File: src/sv/vphs_pkg.sv
package vphs_pkg;

  typedef struct packed {
    logic [7:0] data_byte;
    logic       last;
  } in_item_t;

  typedef struct packed {
    logic       found;
    logic [9:0] temporal_ref;
    logic [2:0] picture_type;
    logic       gop_seen;
    logic       closed_group;
    logic       droppable;
  } out_item_t;

  typedef enum logic [1:0] {
    PH_SEARCH,
    PH_CODE,
    PH_GOP,
    PH_PIC
  } phase_t;

  typedef enum logic [3:0] {
    OP_NONE,
    OP_PIC_START,
    OP_GOP_START,
    OP_SLICE,
    OP_PIC_B0,
    OP_PIC_B1,
    OP_CLOSED,
    OP_PIC_SHORT,
    OP_PIC_DONE
  } op_t;

  typedef enum logic [1:0] {
    DEC_NONE,
    DEC_FOUND,
    DEC_NOT_FOUND
  } dec_t;

  typedef struct packed {
    op_t        op;
    logic [7:0] data;
    logic       last;
    logic       pic_ready;
  } token_t;

  localparam logic [7:0] CODE_PICTURE = 8'h00;
  localparam logic [7:0] CODE_GOP     = 8'hB8;
  localparam logic [7:0] CODE_SLICE_LO = 8'h01;
  localparam logic [7:0] CODE_SLICE_HI = 8'hAF;
  localparam logic [7:0] PREFIX_END   = 8'h01;

  localparam logic [1:0] ZRUN_MAX     = 2'd2;
  localparam logic [2:0] BODY_IDX_MAX = 3'd7;
  localparam logic [2:0] PIC_MIN_BODY = 3'd2;
  localparam logic [2:0] PIC_DECIDE_IDX = 3'd3;

  localparam int CLOSED_BIT_POS = 25;
  localparam logic [2:0] CLOSED_BYTE_IDX = 3'(CLOSED_BIT_POS / 8);
  localparam int CLOSED_BIT_IN_BYTE = 7 - (CLOSED_BIT_POS % 8);

  localparam int TREF_BITS = 10;
  localparam int TYPE_BITS = 3;
  localparam int HDR_BITS  = TREF_BITS + TYPE_BITS;
  localparam logic [TYPE_BITS-1:0] TYPE_B = 3'd3;

  localparam int Q_DEPTH = 2;
  localparam int Q_PTR_W = $clog2(Q_DEPTH);
  localparam int Q_CNT_W = $clog2(Q_DEPTH + 1);

endpackage

File: src/sv/vphs_front.sv
module vphs_front (
  input  logic               clk,
  input  logic               rst_n,
  input  logic               in_valid,
  output logic               in_ready,
  input  vphs_pkg::in_item_t in_item,
  output logic               push,
  output vphs_pkg::token_t   push_token,
  input  logic               q_ready
);
  import vphs_pkg::*;

  phase_t     phase_r, phase_nxt, phase_adv;
  logic [1:0] zrun_r, zrun_nxt, zrun_adv, zrun_step;
  logic [2:0] idx_r, idx_nxt, idx_adv, idx_step;
  logic       accept;
  logic       hit;
  logic       pic_ready;
  op_t        op;
  logic [7:0] b;

  assign accept   = in_valid && q_ready;
  assign in_ready = q_ready;
  assign push     = accept;
  assign b        = in_item.data_byte;
  assign hit      = (b == PREFIX_END) && (zrun_r == ZRUN_MAX);

  assign zrun_step = (b == 8'd0) ? ((zrun_r == ZRUN_MAX) ? zrun_r : zrun_r + 2'd1) : 2'd0;
  assign idx_step  = (idx_r == BODY_IDX_MAX) ? idx_r : idx_r + 3'd1;

  // next state
  always_comb begin
    phase_adv = phase_r;
    zrun_adv  = zrun_r;
    idx_adv   = idx_r;
    case (phase_r)
      PH_CODE: begin
        zrun_adv = 2'd0;
        idx_adv  = 3'd0;
        if (b == CODE_PICTURE) begin
          phase_adv = PH_PIC;
        end else if (b == CODE_GOP) begin
          phase_adv = PH_GOP;
        end else begin
          phase_adv = PH_SEARCH;
        end
      end
      PH_SEARCH: begin
        zrun_adv = zrun_step;
        if (hit) phase_adv = PH_CODE;
      end
      PH_GOP, PH_PIC: begin
        zrun_adv = zrun_step;
        idx_adv  = idx_step;
        if (hit) phase_adv = PH_CODE;
      end
      default: phase_adv = PH_SEARCH;
    endcase

    phase_nxt = phase_r;
    zrun_nxt  = zrun_r;
    idx_nxt   = idx_r;
    if (accept) begin
      if (in_item.last) begin
        phase_nxt = PH_SEARCH;
        zrun_nxt  = 2'd0;
        idx_nxt   = 3'd0;
      end else begin
        phase_nxt = phase_adv;
        zrun_nxt  = zrun_adv;
        idx_nxt   = idx_adv;
      end
    end
  end

  // outputs: classify the byte
  always_comb begin
    op = OP_NONE;
    case (phase_r)
      PH_CODE: begin
        if (b == CODE_PICTURE) begin
          op = OP_PIC_START;
        end else if (b == CODE_GOP) begin
          op = OP_GOP_START;
        end else if (b >= CODE_SLICE_LO && b <= CODE_SLICE_HI) begin
          op = OP_SLICE;
        end
      end
      PH_GOP: begin
        if (idx_r == CLOSED_BYTE_IDX) op = OP_CLOSED;
      end
      PH_PIC: begin
        if (idx_r == 3'd0) begin
          op = OP_PIC_B0;
        end else if (idx_r == 3'd1) begin
          op = OP_PIC_B1;
        end else if (hit) begin
          op = OP_PIC_SHORT;
        end else if (idx_r >= PIC_DECIDE_IDX) begin
          op = OP_PIC_DONE;
        end
      end
      default: op = OP_NONE;
    endcase
    pic_ready = (phase_adv == PH_PIC) && (idx_adv >= PIC_MIN_BODY);
    push_token.op        = op;
    push_token.data      = b;
    push_token.last      = in_item.last;
    push_token.pic_ready = pic_ready;
  end

  always_ff @(posedge clk) begin
    if (!rst_n) begin
      phase_r <= PH_SEARCH;
      zrun_r  <= 2'd0;
      idx_r   <= 3'd0;
    end else begin
      phase_r <= phase_nxt;
      zrun_r  <= zrun_nxt;
      idx_r   <= idx_nxt;
    end
  end

endmodule

File: src/sv/vphs_queue.sv
module vphs_queue (
  input  logic             clk,
  input  logic             rst_n,
  input  logic             push,
  input  vphs_pkg::token_t push_token,
  output logic             push_ready,
  output logic             pop_valid,
  output vphs_pkg::token_t pop_token,
  input  logic             pop
);
  import vphs_pkg::*;

  token_t               entries_r [Q_DEPTH];
  logic [Q_PTR_W-1:0]   wr_ptr_r, wr_ptr_nxt;
  logic [Q_PTR_W-1:0]   rd_ptr_r, rd_ptr_nxt;
  logic [Q_CNT_W-1:0]   count_r, count_nxt;

  assign push_ready = (count_r != Q_CNT_W'(Q_DEPTH));
  assign pop_valid  = (count_r != '0);
  assign pop_token  = entries_r[rd_ptr_r];

  always_comb begin
    wr_ptr_nxt = push ? Q_PTR_W'(wr_ptr_r + 1'b1) : wr_ptr_r;
    rd_ptr_nxt = pop  ? Q_PTR_W'(rd_ptr_r + 1'b1) : rd_ptr_r;
    count_nxt  = count_r;
    if (push && !pop) begin
      count_nxt = count_r + Q_CNT_W'(1);
    end else if (pop && !push) begin
      count_nxt = count_r - Q_CNT_W'(1);
    end
  end

  always_ff @(posedge clk) begin
    if (push) entries_r[wr_ptr_r] <= push_token;
  end

  always_ff @(posedge clk) begin
    if (!rst_n) begin
      wr_ptr_r <= '0;
      rd_ptr_r <= '0;
      count_r  <= '0;
    end else begin
      wr_ptr_r <= wr_ptr_nxt;
      rd_ptr_r <= rd_ptr_nxt;
      count_r  <= count_nxt;
    end
  end

  a_count_bound: assert property (@(posedge clk) disable iff (!rst_n)
    count_r <= Q_CNT_W'(Q_DEPTH))
    else $error("queue count overflow");

  a_pop_nonempty: assert property (@(posedge clk) disable iff (!rst_n)
    pop |-> count_r != '0)
    else $error("pop from empty queue");

  a_push_counts: assert property (@(posedge clk) disable iff (!rst_n)
    push && !pop |=> count_r == $past(count_r) + Q_CNT_W'(1))
    else $error("push not counted");

endmodule

File: src/sv/vphs_back.sv
module vphs_back (
  input  logic                clk,
  input  logic                rst_n,
  input  logic                tok_valid,
  input  vphs_pkg::token_t    tok,
  output logic                tok_pop,
  output logic                out_valid,
  input  logic                out_ready,
  output vphs_pkg::out_item_t out_item
);
  import vphs_pkg::*;

  dec_t                dec_r, dec_nxt, dec_upd, dec_fin;
  logic                gop_r, gop_nxt, gop_upd;
  logic                closed_r, closed_nxt, closed_upd;
  logic [HDR_BITS-1:0] hdr_r, hdr_nxt, hdr_upd;
  logic                out_valid_r, out_valid_nxt;
  out_item_t           out_item_r, out_item_nxt;
  logic                fnd;

  assign tok_pop   = tok_valid && (!tok.last || !out_valid_r || out_ready);
  assign out_valid = out_valid_r;
  assign out_item  = out_item_r;

  always_comb begin
    dec_upd    = dec_r;
    gop_upd    = gop_r;
    closed_upd = closed_r;
    hdr_upd    = hdr_r;
    if (dec_r == DEC_NONE) begin
      case (tok.op)
        OP_PIC_START: hdr_upd = '0;
        OP_GOP_START: begin
          gop_upd    = 1'b1;
          closed_upd = 1'b0;
        end
        OP_SLICE:     dec_upd = DEC_NOT_FOUND;
        OP_PIC_B0:    hdr_upd = {tok.data, (HDR_BITS-8)'(0)};
        OP_PIC_B1:    hdr_upd = hdr_r | HDR_BITS'(tok.data[7:3]);
        OP_CLOSED:    closed_upd = tok.data[CLOSED_BIT_IN_BYTE];
        OP_PIC_SHORT: dec_upd = DEC_NOT_FOUND;
        OP_PIC_DONE:  dec_upd = DEC_FOUND;
        default:      dec_upd = dec_r;
      endcase
    end

    dec_fin = (dec_upd == DEC_NONE && tok.pic_ready) ? DEC_FOUND : dec_upd;
    fnd     = (dec_fin == DEC_FOUND);

    out_item_nxt.found        = fnd;
    out_item_nxt.temporal_ref = fnd ? hdr_upd[HDR_BITS-1:TYPE_BITS] : '0;
    out_item_nxt.picture_type = fnd ? hdr_upd[TYPE_BITS-1:0] : '0;
    out_item_nxt.gop_seen     = gop_upd;
    out_item_nxt.closed_group = closed_upd;
    out_item_nxt.droppable    = fnd && (hdr_upd[TYPE_BITS-1:0] == TYPE_B);

    dec_nxt       = dec_r;
    gop_nxt       = gop_r;
    closed_nxt    = closed_r;
    hdr_nxt       = hdr_r;
    out_valid_nxt = out_valid_r && !out_ready;
    if (tok_pop) begin
      if (tok.last) begin
        dec_nxt       = DEC_NONE;
        gop_nxt       = 1'b0;
        closed_nxt    = 1'b0;
        hdr_nxt       = '0;
        out_valid_nxt = 1'b1;
      end else begin
        dec_nxt    = dec_upd;
        gop_nxt    = gop_upd;
        closed_nxt = closed_upd;
        hdr_nxt    = hdr_upd;
      end
    end
  end

  always_ff @(posedge clk) begin
    if (tok_pop && tok.last) out_item_r <= out_item_nxt;
  end

  always_ff @(posedge clk) begin
    if (!rst_n) begin
      dec_r       <= DEC_NONE;
      gop_r       <= 1'b0;
      closed_r    <= 1'b0;
      hdr_r       <= '0;
      out_valid_r <= 1'b0;
    end else begin
      dec_r       <= dec_nxt;
      gop_r       <= gop_nxt;
      closed_r    <= closed_nxt;
      hdr_r       <= hdr_nxt;
      out_valid_r <= out_valid_nxt;
    end
  end

  a_not_found_zero: assert property (@(posedge clk) disable iff (!rst_n)
    out_valid_r && !out_item_r.found |->
      out_item_r.temporal_ref == '0 && out_item_r.picture_type == '0)
    else $error("fields set without a picture");

  a_droppable_b: assert property (@(posedge clk) disable iff (!rst_n)
    out_valid_r && out_item_r.droppable |->
      out_item_r.found && out_item_r.picture_type == TYPE_B)
    else $error("droppable without B picture");

  a_packet_reset: assert property (@(posedge clk) disable iff (!rst_n)
    tok_pop && tok.last |=> dec_r == DEC_NONE && !gop_r && !closed_r && out_valid_r)
    else $error("packet end did not reset state");

endmodule

File: src/sv/video_picture_header_scanner.sv
// Picture header scanner for a coded video packet.
// Input channel (in_valid/in_ready/in_item) takes one packet byte per item,
// with last marking the final byte of a packet. For each packet one result
// item leaves on the output channel (out_valid/out_ready/out_item): whether
// a picture header came before any slice, its temporal reference and
// coding type, the GOP flags and the droppable (B picture) mark.
// Throughput: one byte per cycle while the queue has room.
// The front scanner classifies each byte and pushes it into a two-entry
// queue; the back end pops it, applies it and, on the last byte, loads
// the output register, which raises out_valid.
// The last byte of a packet clears all scan state for the next packet.
// Reset (rst_n low, synchronous) empties the queue, drops any pending
// result and starts the scan searching for a start code.
// When out_ready is low the result holds, bytes keep flowing until the
// queue fills with a pending last byte, then in_ready drops.
module video_picture_header_scanner (
  input  logic                clk,
  input  logic                rst_n,
  input  logic                in_valid,
  output logic                in_ready,
  input  vphs_pkg::in_item_t  in_item,
  output logic                out_valid,
  input  logic                out_ready,
  output vphs_pkg::out_item_t out_item
);
  import vphs_pkg::*;

  logic   push;
  logic   q_ready;
  token_t push_token;
  logic   tok_valid;
  token_t tok;
  logic   tok_pop;

  vphs_front u_front (
    .clk        (clk),
    .rst_n      (rst_n),
    .in_valid   (in_valid),
    .in_ready   (in_ready),
    .in_item    (in_item),
    .push       (push),
    .push_token (push_token),
    .q_ready    (q_ready)
  );

  vphs_queue u_queue (
    .clk        (clk),
    .rst_n      (rst_n),
    .push       (push),
    .push_token (push_token),
    .push_ready (q_ready),
    .pop_valid  (tok_valid),
    .pop_token  (tok),
    .pop        (tok_pop)
  );

  vphs_back u_back (
    .clk       (clk),
    .rst_n     (rst_n),
    .tok_valid (tok_valid),
    .tok       (tok),
    .tok_pop   (tok_pop),
    .out_valid (out_valid),
    .out_ready (out_ready),
    .out_item  (out_item)
  );

endmodule
File: config.mk
export PLATFORM = sky130hd
export DESIGN_NAME = video_picture_header_scanner
export DESIGN_NICKNAME = d
export VERILOG_FILES = /design/src/sv/vphs_pkg.sv /design/src/sv/vphs_front.sv /design/src/sv/vphs_queue.sv /design/src/sv/vphs_back.sv /design/src/sv/video_picture_header_scanner.sv
export SDC_FILE = /design/constraint.sdc
export NUM_CORES = 1
export LEC_CHECK = 0
export BUFFER_PORTS_ARGS = -buffer_cell sky130_fd_sc_hd__buf_4
export CAP_MARGIN = 40
export CORE_UTILIZATION = 35
export CTS_CLUSTER_DIAMETER = 100
export CTS_CLUSTER_SIZE = 20
export DETAILED_ROUTE_END_ITERATION = 7
export PLACE_DENSITY_LB_ADDON = 0.25
export SETUP_SLACK_MARGIN = 0.15
export SYNTH_ARGS = -nofsm -noshare
export SYNTH_HDL_FRONTEND = slang
export SYNTH_SLANG_ARGS = --single-unit
File: constraint.sdc
create_clock -name clk -period 7.5 [get_ports clk]
set_input_delay 0.375 -clock clk [delete_from_list [all_inputs] [get_ports clk]]
set_output_delay 0.375 -clock clk [all_outputs]
set_load 0.02 [all_outputs]
==> results of run 1 <==
## where the power goes
group | internal (W) | switching, W | total, W
registers | 0.000518 | 0.0000447 | 0.000563
logic | 0.000153 | 0.000254 | 0.000407
clock network | 0.000220 | 0.000143 | 0.000363
## area by class of cell
cell class                 count  area [sq um]  share of cell area
timing repair buffer          34         255.2             0.06423
sequential                    75          1952              0.4912
multi-input combinational    205          1328              0.3341
clock inverter                 5         101.3             0.02550
clock buffer                  11         131.4             0.03306
tap                          129         161.4             0.04062
inverter                      12         45.04             0.01134
## kinds of logic after synthesis
kind of cell	share of synthesized area
simple gates	0.1855
fa+ha+maj	0.01859
flops	0.5799
buf+inv	0.02565
xor+xnor	0.01041
compound gates	0.1491
mux	0.03086
## worst paths after layout
path / endpoint / slack, ns / cells after the start
worst max-delay path: u_back.out_item[13] / 4.69 / 5
worst min-delay path: u_queue.entries_r[1][4] / 0.23 / 1
worst max register to register: u_back.out_item[13] / 4.69 / 5
worst min register to register: u_back.hdr_r[1] / 0.46 / 2
## flip-flops by register name (all words and copies together) (netlist names), named ones only
| name | count |
|---|---|
| u_back.closed_r | 1 |
| u_back.dec_r | 2 |
| u_back.gop_r | 1 |
| u_back.hdr_r | 13 |
| u_back.out_item | 17 |
| u_back.out_valid | 1 |
| u_front.idx_r | 3 |
| u_front.phase_r | 2 |
| u_front.zrun_r | 2 |
| u_queue.count_r | 2 |
| u_queue.entries_r | 28 |
| u_queue.rd_ptr_r | 1 |
| u_queue.wr_ptr_r | 1 |
## Yosys cell counts, types with 5 or more instances
cell type	instances	share of area
dfxtp_1	30	0.18
inv_1	11	0.012
mux2i_1	7	0.021
nand2b_1	6	0.011
nand2_1	20	0.022
nor3_1	6	0.0089
nor2_1	42	0.047
a21oi_1	20	0.030
a22oi_1	8	0.018
edfxtp_1	45	0.40
nand4_1	5	0.0093
ha_1	5	0.019
o21ai_0	12	0.018
## critical path, stage by stage (launching register included)
cell and delay [ns]:
dfxtp_1 0.89, or3b_2 0.56, a211oi_4 0.47, nand3_2 0.31
a32oi_1 0.27, nor2_1 0.07
## through the flow
step / instances / worst slack (ns) / utilization
finish: 471 / 4.689 / 0.4280
global route: 471 / 4.375 / 0.4280
CTS: 471 / 4.660 / 0.4280
detailed placement: 455 / 4.676 / 0.4030
global placement: 453 / 4.464 / 0.4013
floorplan: 301 / 5.031 / -
## routing by layer
layer  vias to the layer above  track usage  wire length, um
li1                       1192            -                -
met1                      1093       0.1805             3121
met2                        57       0.2313             3082
met3                         9      0.03830              287
met4                         0      0.05017               95
met5                         -            0                0
==> metrics.md, run 1 <==
| Metric | Value |
|---|---|
| EDFF count, synth | `45` |
| RSZ-0062 raised after global routing | `false` |
| PostCTS Resize Cnt | `0` |
| Pre-Repair DR Iteration Count | `4` |
| First-pass GRT wire length | `10.75 mm` |
| Skew final | `0.006440 ns` |
| DR WL/cell | `13.99 um` |
| Routed Antenna Nets | `0` |
| Floorplan row count | `35` |
| Number of placed I/O pins | `32` |
| 1st-iter DRT viols | `94` |
| Total Routing Usage GR | `0.1413` |
| Final Max Slew Viols | `0` |
| Buffer depth of the longest clock path | `2` |
| CTS clk-pin slew, worst paths | `0.08 ns` |
| Fin crit period | `2.811 ns` |
| Tcrit/Tclk final | `0.3748` |
| Vias | `2351` |
| Port-buffer cells | `31` |
| Leakage | `1.395 nW` |
| CTS tree | `done` |
| Total wire length | `6.587 mm` |
| Postcts setup bufs | `0` |
| # DRC | `0` |
| Max_slew headroom | `0.3923` |
| Initial Util | `0.3625` |
| # nets final | `355` |
| Final number of setup-violating endpoints | `0` |
| Max FO, Critical Path | `24` |
| Area post-placement | `0.003741 sq mm` |
| Antenna Cells | `0` |
| Gpl congestion | `0.8977` |
| TritonCTS buffer count | `9` |
| Hpwl dp | `4.849 mm` |
| Hold Startpoint | `in_item[3]` |
| Initial antenna violation count | `0` |
| Die X | `100.1 um` |
| Top_reg_cell synth | `edfxtp_1` |
| Area of the core | `0.009284 sq mm` |
| Setup CP Type | `flop to flop` |
| Hold Crit Class | `primary input to flop` |
| Syn_area_per_cell | `11.18 sq um` |
| Distinct cells, synth | `59` |
| Total Power | `0.001333 W` |
| Fin area | `0.003974 sq mm` |
| Skew-Pair Late Insertion Delay | `0.35 ns` |
| Synthesized flop and latch total | `75` |
| Asr flop ratio synth | `0` |
| Cell area after synthesis | `0.003366 sq mm` |
| Area grow syn2layout | `18.07%` |
| P per Cell Area | `335.5 mW/mm^2` |
| Die Y | `100.1 um` |
| CTS Hold Bufs | `0` |
| CP Launch Type | `flop` |
| Commonest non-fill, non-tap cell in the layout | `edfxtp_1` |
| Sink Count | `75` |
| Critical Path RT | `7.59 ns` |
| Share of cells above drive strength 1 | `0.1930` |
| YS warnings | `0` |
| VDD IR-drop max | `0.0001282 V` |
| Sequential cell area fraction in the yosys report | `0.5799` |
| Synthesized instance count | `301` |
| Largest net degree at the start of global routing | `25` |
| CTS HTree Levels | `3` |
| Status | `finished, final reports clean` |
| Total grt overflow | `0` |
| Fill cells | `906` |
| Syn nets | `319` |
| CTS root buf | `clkbuf_8` |
| Vias in the first global route | `2195` |
| Via/cell ratio | `4.992` |
| Die area | `0.01001 sq mm` |
| Hold WS | `0.2342 ns` |
| Setup TNS | `0 ns` |
| Crit path DAT | `2.90 ns` |
| Achievable Freq | `355.7 MHz` |
| Max-Cap Viols | `0` |
| Hold Fails Final Rpt | `0` |
| Worst Tran Pin Value | `0.9088 ns` |
| Critical Path End Type | `flop` |
| Commonest non-fill, non-tap cells in the layout | `45 x edfxtp_1, 42 x nor2_1, 34 x buf_4` |
Power figures use the tool's default switching activity.
==> run 2, diff against run 1 <==
==> constraint.sdc (replaced) <==
create_clock -name clk -period 2.3 [get_ports clk]
set_input_delay 0.115 -clock clk [delete_from_list [all_inputs] [get_ports clk]]
set_output_delay 0.115 -clock clk [all_outputs]
set_load 0.02 [all_outputs]
==> run 2 against run 1 <==
Net effect:
- combinational power grew to 4.0 times the previous value
- hold slack got worse by 0.21 ns
- die area stayed put
- via count rose by 5.8%
- utilization up 3.1 points
- final cell count up 5.5%
- first-iteration DRC count is 1.1% lower
- register-to-register slack got worse by 4.5 ns
==> metrics.md, run 2 (same netlist as run 1, synthesis figures left out) <==
| Metric | Value |
|---|---|
| Status | `finished, final reports clean` |
| Final number of setup-violating endpoints | `0 (unchanged)` |
| Port-buffer cells | `31 (unchanged)` |
| Die X | `100.1 um (unchanged)` |
| 1st-iter DRT viols | `93 (-1.1%)` |
| CTS clk-pin slew, worst paths | `0.07 ns (about the same)` |
| Largest Register | `u_queue.entries_r` |
| Initial antenna violation count | `0 (unchanged)` |
| Register area | `0.001952 sq mm (unchanged)` |
| Combinational power share | `0.349 (+0.044)` |
| VDD IR-drop max | `0.0004657 V (+260%)` |
| Via/cell ratio | `5.004 (+0.25%)` |
| Clk pwr share | `0.267 (-0.005)` |
| CP Launch Type | `flop` |
| Internal | `0.003138 W (+250%)` |
| Worst Tran Pin Value | `0.7314 ns (-0.1774 ns)` |
| Achievable Freq | `478.9 MHz (+35%)` |
| Commonest non-fill, non-tap cell in the layout | `buf_4` |
| Gpl congestion | `0.8345 (-7.0%)` |
| Area of the core | `0.009284 sq mm (unchanged)` |
| Total grt overflow | `0 (unchanged)` |
| Hold Crit Class | `primary input to flop` |
| Area grow syn2layout | `26.54%` |
| Multi-input gate area | `0.001389 sq mm (+4.6%)` |
| Delay of the slowest critical-path stage | `0.53 ns (-0.36 ns)` |
| Non-Filler Instances | `497 (+5.5%)` |
| RSZ-0062 raised after global routing | `false` |
| Routed Antenna Nets | `0 (unchanged)` |
| P_sw | `0.001518 W (+240%)` |
| Leakage | `1.541 nW (+10%)` |
| Largest net degree at the start of global routing | `18 (-28%)` |
| Total Routing Usage GR | `0.1516 (+0.01036)` |
| Die Y | `100.1 um (unchanged)` |
| # nets final | `381 (+7.3%)` |
| Setup TNS | `0 ns (unchanged)` |
| Floorplan row count | `35 (unchanged)` |
| Flop pwr share | `0.384 (-0.038)` |
| Skew final | `0.007015 ns (+0.0005745 ns)` |
| Placed instance count | `470 (+3.3%)` |
| Number of placed I/O pins | `32 (unchanged)` |
| Sw Ratio | `0.3261 (-0.005267)` |
| Setup CP Type | `flop to flop` |
| Fin crit period | `2.088 ns (-0.7228 ns)` |
| CTS HTree Levels | `3 (unchanged)` |
| Slowest CP cell | `or3b_2` |
| Hpwl dp | `5.156 mm (+6.3%)` |
| Share of cells above drive strength 1 | `0.2446 (+0.05158)` |
| Critical Path End Type | `flop` |
| Commonest non-fill, non-tap cells in the layout | `52 x buf_4, 45 x edfxtp_1, 41 x nor2_1` |
| Vias | `2487 (+5.8%)` |
| TritonCTS buffer count | `9 (unchanged)` |
| Max-Cap Viols | `0 (unchanged)` |
| Crit path DAT | `2.19 ns (-0.71 ns)` |
| First-pass GRT wire length | `11.56 mm (+7.6%)` |
| # DRC | `0 (unchanged)` |
| Sink Count | `75 (unchanged)` |
| Critical Path RT | `2.40 ns (-5.19 ns)` |
| Die area | `0.01001 sq mm (unchanged)` |
| Initial Util | `0.3625 (unchanged)` |
| Pre-Repair DR Iteration Count | `4 (unchanged)` |
| P per Cell Area | `1093 mW/mm^2 (+230%)` |
| Skew-Pair Late Insertion Delay | `0.34 ns (about the same)` |
| Worst-path cell chain | `or3b_2 > a211oi_4 > buf_4 > nand3_2 > a22oi_1 > nor2_1` |
| CTS root buf | `clkbuf_8` |
| Final Max Slew Viols | `0 (unchanged)` |
| Max_slew headroom | `0.5106 (+0.1184)` |
| Fin util | `0.4588 (+0.03073)` |
| DR WL/cell | `14.29 um (+2.2%)` |
| CTS tree | `done` |
| Vias in the first global route | `2404 (+9.5%)` |
| Tcrit/Tclk final | `0.9079 (+0.5331)` |
| Antenna Cells | `0 (unchanged)` |
| Max FO, Critical Path | `7 (-71%)` |
| Largest register FFs | `28 (unchanged)` |
| Fill cells | `904 (-0.22%)` |
| Buffer depth of the longest clock path | `2 (unchanged)` |
| Hold Fails Final Rpt | `0 (unchanged)` |
| Total wire length | `7.104 mm (+7.8%)` |
==> run 2: cell types whose count changed in the layout (fill, tap and decap cells not counted), sizes merged <==
cell	change
buf	+18
clkbuf	+1
clkinvlp	-1
dlygate4sd3	+7
nand3	+1
==> run 2: layout make-up <==
type	instances	area share
Clock inverter	4	0.02233
Multi-Input combinational cell	206	0.3261
Inverter	12	0.01058
Timing Repair Buffer	59	0.1081
Clock buffer	12	0.03672
Sequential cell	75	0.4583
Tap cell	129	0.03790
==> run 2: power groups by stage <==
stage | clock network [W] | registers (W) | logic [W]
finish | 0.00124 | 0.00179 | 0.00163
global route | 0.00133 | 0.00181 | 0.00179
CTS | 0.00128 | 0.00179 | 0.00156
detailed placement | 0 | 0.00182 | 0.00153
global placement | 0 | 0.00181 | 0.00152
floorplan | 0 | 0.00191 | 0.000885
==> run 2: routing by layer <==
metal | GRT usage | up-vias | wire length [um]
li1 | - | 1247 | -
met3 | 0.03900 | 8 | 248
met2 | 0.2573 | 59 | 3469
met5 | 0 | - | 0
met4 | 0.06132 | 0 | 99
met1 | 0.1844 | 1173 | 3287
==> run 2: worst paths after layout <==
check / start / endpoint / slack, ns / cells after the start
hold / removal: in_item[0] / u_queue.entries_r[1][1] / 0.03 / 1
setup reg to reg: u_queue.entries_r[1][11] / u_back.out_item[10] / 0.21 / 6
hold reg to reg: u_back.hdr_r[1] / u_back.hdr_r[1] / 0.46 / 2
setup / recovery: u_queue.entries_r[1][11] / u_back.out_item[10] / 0.21 / 6
==> run 2: timing repair <==
item / CTS / global route
hold endpoints to repair: 14 / 0
setup endpoints to repair: 3 / 17
resized for setup: 1 / 5
hold buffers: 7 / 0
cloned: 0 / 1
buffers inserted: 0 / 3
pin swaps: 0 / 2
==> run 2: through the flow <==
step	power, W	hold slack [ns]	instance area [sq um]	worst slack, ns
floorplan	0.002794	0.2139	3372	0.1374
global placement	0.003333	0.3256	3860	0.2046
detailed placement	0.003349	0.3294	3860	0.1460
CTS	0.004618	0.006461	4189	0.1728
global route	0.004924	0.008434	4259	0.1317
finish	0.004656	0.02532	4259	0.2118
==> run 2: critical path, delay by kind of cell, from the launching register on <==
kind,cells,cell delay (ns)
and+or+nand+nor,3,0.74
AOI/OAI and AO/OA,2,0.52
buffers and inverters,1,0.20
DFF,1,0.40
==> run 3, diff against run 2 <==
--- a/config.mk
+++ b/config.mk
@@ -8,10 +8,10 @@
 export BUFFER_PORTS_ARGS = -buffer_cell sky130_fd_sc_hd__buf_4
 export CAP_MARGIN = 40
 export CORE_UTILIZATION = 35
-export CTS_CLUSTER_DIAMETER = 100
+export CTS_CLUSTER_DIAMETER = 30
 export CTS_CLUSTER_SIZE = 20
 export DETAILED_ROUTE_END_ITERATION = 7
-export PLACE_DENSITY_LB_ADDON = 0.25
+export PLACE_DENSITY = 0.57
 export SETUP_SLACK_MARGIN = 0.15
 export SYNTH_ARGS = -nofsm -noshare
 export SYNTH_HDL_FRONTEND = slang
==> constraint.sdc (replaced) <==
create_clock -name clk -period 1.7 [get_ports clk]
set_input_delay 0.085 -clock clk [delete_from_list [all_inputs] [get_ports clk]]
set_output_delay 0.085 -clock clk [all_outputs]
set_load 0.02 [all_outputs]
==> run 3 against run 2 <==
Net effect:
- the flow now finishes with violations (setup timing)
- utilization grew 7.0 points
- sequential share of layout area shrank 5.9 points
- maximum frequency grew 13%
- via count grew 8.2%
- clock skew grew 0.0029 ns
- non-clock buffer count grew 43
- first-iteration DRC count grew 1.1%
- design area grew 15%
- critical path type unchanged
- critical endpoint is now u_back.out_item[6]
- largest power group is now combinational logic
==> metrics.md, run 3 (same netlist as run 1, synthesis figures left out) <==
| Metric | Value |
|---|---|
| Status | `finished with violations` |
| Initial antenna violation count | `0 (unchanged)` |
| # nets final | `423 (+11%)` |
| Worst R2R Path Depth | `7 (+1)` |
| Critical Path RT | `1.76 ns (-0.64 ns)` |
| Antenna Cells | `0 (unchanged)` |
| Die X | `100.1 um (unchanged)` |
| Worst setup margin | `-0.1442 ns (-0.3559 ns)` |
| CP Launch Type | `flop` |
| Critical Path End Type | `flop` |
| CTS clk-pin slew, worst paths | `0.08 ns (about the same)` |
| Die area | `0.01001 sq mm (unchanged)` |
| DR WL/cell | `14.39 um (+0.66%)` |
| Final number of setup-violating endpoints | `50 (+50)` |
| Final Max Slew Viols | `0 (unchanged)` |
| P per Cell Area | `1524 mW/mm^2 (+39%)` |
| Gpl congestion | `0.8098 (-3.0%)` |
| Initial Util | `0.3625 (unchanged)` |
| VDD IR-drop max | `0.0005426 V (+16%)` |
| Area grow syn2layout | `45.91%` |
| Share of cells above drive strength 1 | `0.4049 (+0.1603)` |
| Max_slew headroom | `0.6981 (+0.1875)` |
| Vias in the first global route | `2603 (+8.3%)` |
| Skew-Pair Late Insertion Delay | `0.34 ns (about the same)` |
| Via/cell ratio | `4.994 (-0.19%)` |
| Worst Tran Pin Value | `0.4501 ns (-0.2813 ns)` |
| Area of the core | `0.009284 sq mm (unchanged)` |
| Buffer depth of the longest clock path | `2 (unchanged)` |
| Reg2reg end | `u_back.out_item[6]` |
| Tcrit/Tclk final | `1.085 (+0.1769)` |
| Max FO, Critical Path | `17 (+10)` |
| CTS tree | `done` |
| Number of placed I/O pins | `32 (unchanged)` |
| TritonCTS buffer count | `9 (unchanged)` |
| Largest register FFs | `28 (unchanged)` |
| Max-Cap Viols | `0 (unchanged)` |
| Commonest non-fill, non-tap cell in the layout | `buf_4` |
| Fin crit period | `1.844 ns (-0.2441 ns)` |
| Port-buffer cells | `31 (unchanged)` |
| Pre-Repair DR Iteration Count | `4 (unchanged)` |
| Sink Count | `75 (unchanged)` |
| Leakage | `1.858 nW (+21%)` |
| Reg2reg setup slack | `-0.14 ns (-0.36 ns)` |
| Hold endpoint | `u_queue.entries_r[1][6]` |
| Failing checks | `setup timing` |
| CTS HTree Levels | `3 (unchanged)` |
| Total wire length | `7.755 mm (+9.2%)` |
| 1st-iter DRT viols | `94 (+1.1%)` |
| Largest net degree at the start of global routing | `18 (unchanged)` |
| Die Y | `100.1 um (unchanged)` |
| Crit path DAT | `1.90 ns (-0.29 ns)` |
| Setup TNS | `-5.082 ns (-5.082 ns)` |
| # DRC | `0 (unchanged)` |
| Floorplan row count | `35 (unchanged)` |
| Fill cells | `841 (-7.0%)` |
| Total Routing Usage GR | `0.1609 (+0.009207)` |
| Achievable Freq | `542.2 MHz (+13%)` |
| CTS root buf | `clkbuf_8` |
| Commonest non-fill, non-tap cells in the layout | `79 x buf_4, 45 x edfxtp_1, 39 x nor2_1` |
| Place WS | `-0.2329 ns (-0.3789 ns)` |
| RSZ-0062 raised after global routing | `true` |
| Vias | `2692 (+8.2%)` |
| First-pass GRT wire length | `12.42 mm (+7.4%)` |
| Setup CP Type | `flop to flop` |
| Hpwl dp | `5.443 mm (+5.6%)` |
| Routed Antenna Nets | `0 (unchanged)` |
| Hold Fails Final Rpt | `0 (unchanged)` |
| Hold depth | `2 (+1)` |
| Hold Startpoint | `in_item[5]` |
| Total grt overflow | `0 (unchanged)` |
| Hold Crit Class | `primary input to flop` |
| Skew final | `0.009910 ns (+0.002895 ns)` |
| Largest Register | `u_queue.entries_r` |
[run 3: repair_timing]
action                                 in CTS  in global routing
hold buffers                                7                  0
endpoints found under the hold margin      13                  0
cloned                                      1                  0
setup endpoints to repair                  61                 91
gates resized for setup                    32                 30
pin swaps                                   9                 14
buffers inserted                            9                 11
[run 3: final cells by class]
cell class,instances,area [sq um],area share
well taps,129,161.4,0.03287
repair buffers,102,875.8,0.1783
inverters,12,46.29,0.009427
multi-input cells,205,1592,0.3241
flip-flops and latches,75,1959,0.3990
clock buffers,12,156.4,0.03185
clock inverters,4,120.1,0.02446
[run 3: worst max-delay path, cell delays in order (launching register included)]
cell and delay [ns]:
dfxtp_4 0.41, buf_6 0.14, mux2i_4 0.32, o22ai_4 0.14, buf_12 0.15, buf_8 0.13
nor2_4 0.10, buf_12 0.16
[run 3: routing by layer]
layer	share of wire	up-vias	GRT usage
met5	0	-	0
met4	0.014	0	0.05574
met3	0.031	11	0.03621
met2	0.52	56	0.2886
met1	0.44	1288	0.1894
li1	-	1337	-
[run 3: worst max-delay path by stage]
stage / from / endpoint / slack [ns] / cells past startpoint
floorplan: flop / u_queue.count_r[1] / -0.20 / 8
global placement: flop / u_back.out_item[0] / -0.20 / 6
detailed placement: flop / u_back.out_item[0] / -0.23 / 6
CTS: u_queue.entries_r[1][11] / u_back.out_item[0] / -0.16 / 5
global route: u_queue.entries_r[0][10] / u_back.out_item[14] / -0.26 / 5
finish: flop / u_back.out_item[6] / -0.14 / 7
[run 3: stage by stage]
step           cells  total power, W    util  hold slack (ns)  instance area (sq um)
2_1_floorplan    301        0.003973       -           0.1839                   3472
5_1_grt          539        0.007870  0.5290          0.02222                   4911
3_5_place_dp     495        0.004889  0.4466           0.3032                   4146
4_1_cts          528        0.007063  0.5055          0.02142                   4693
3_3_place_gp     495        0.004864  0.4466           0.2981                   4146
6_report         539        0.007484  0.5290          0.03864                   4911
[run 3: report_power, final]
part / internal (W) / switching (W)
sequential: 0.00229 / 0.000160
combinational: 0.00158 / 0.00160
clock: 0.00121 / 0.000638
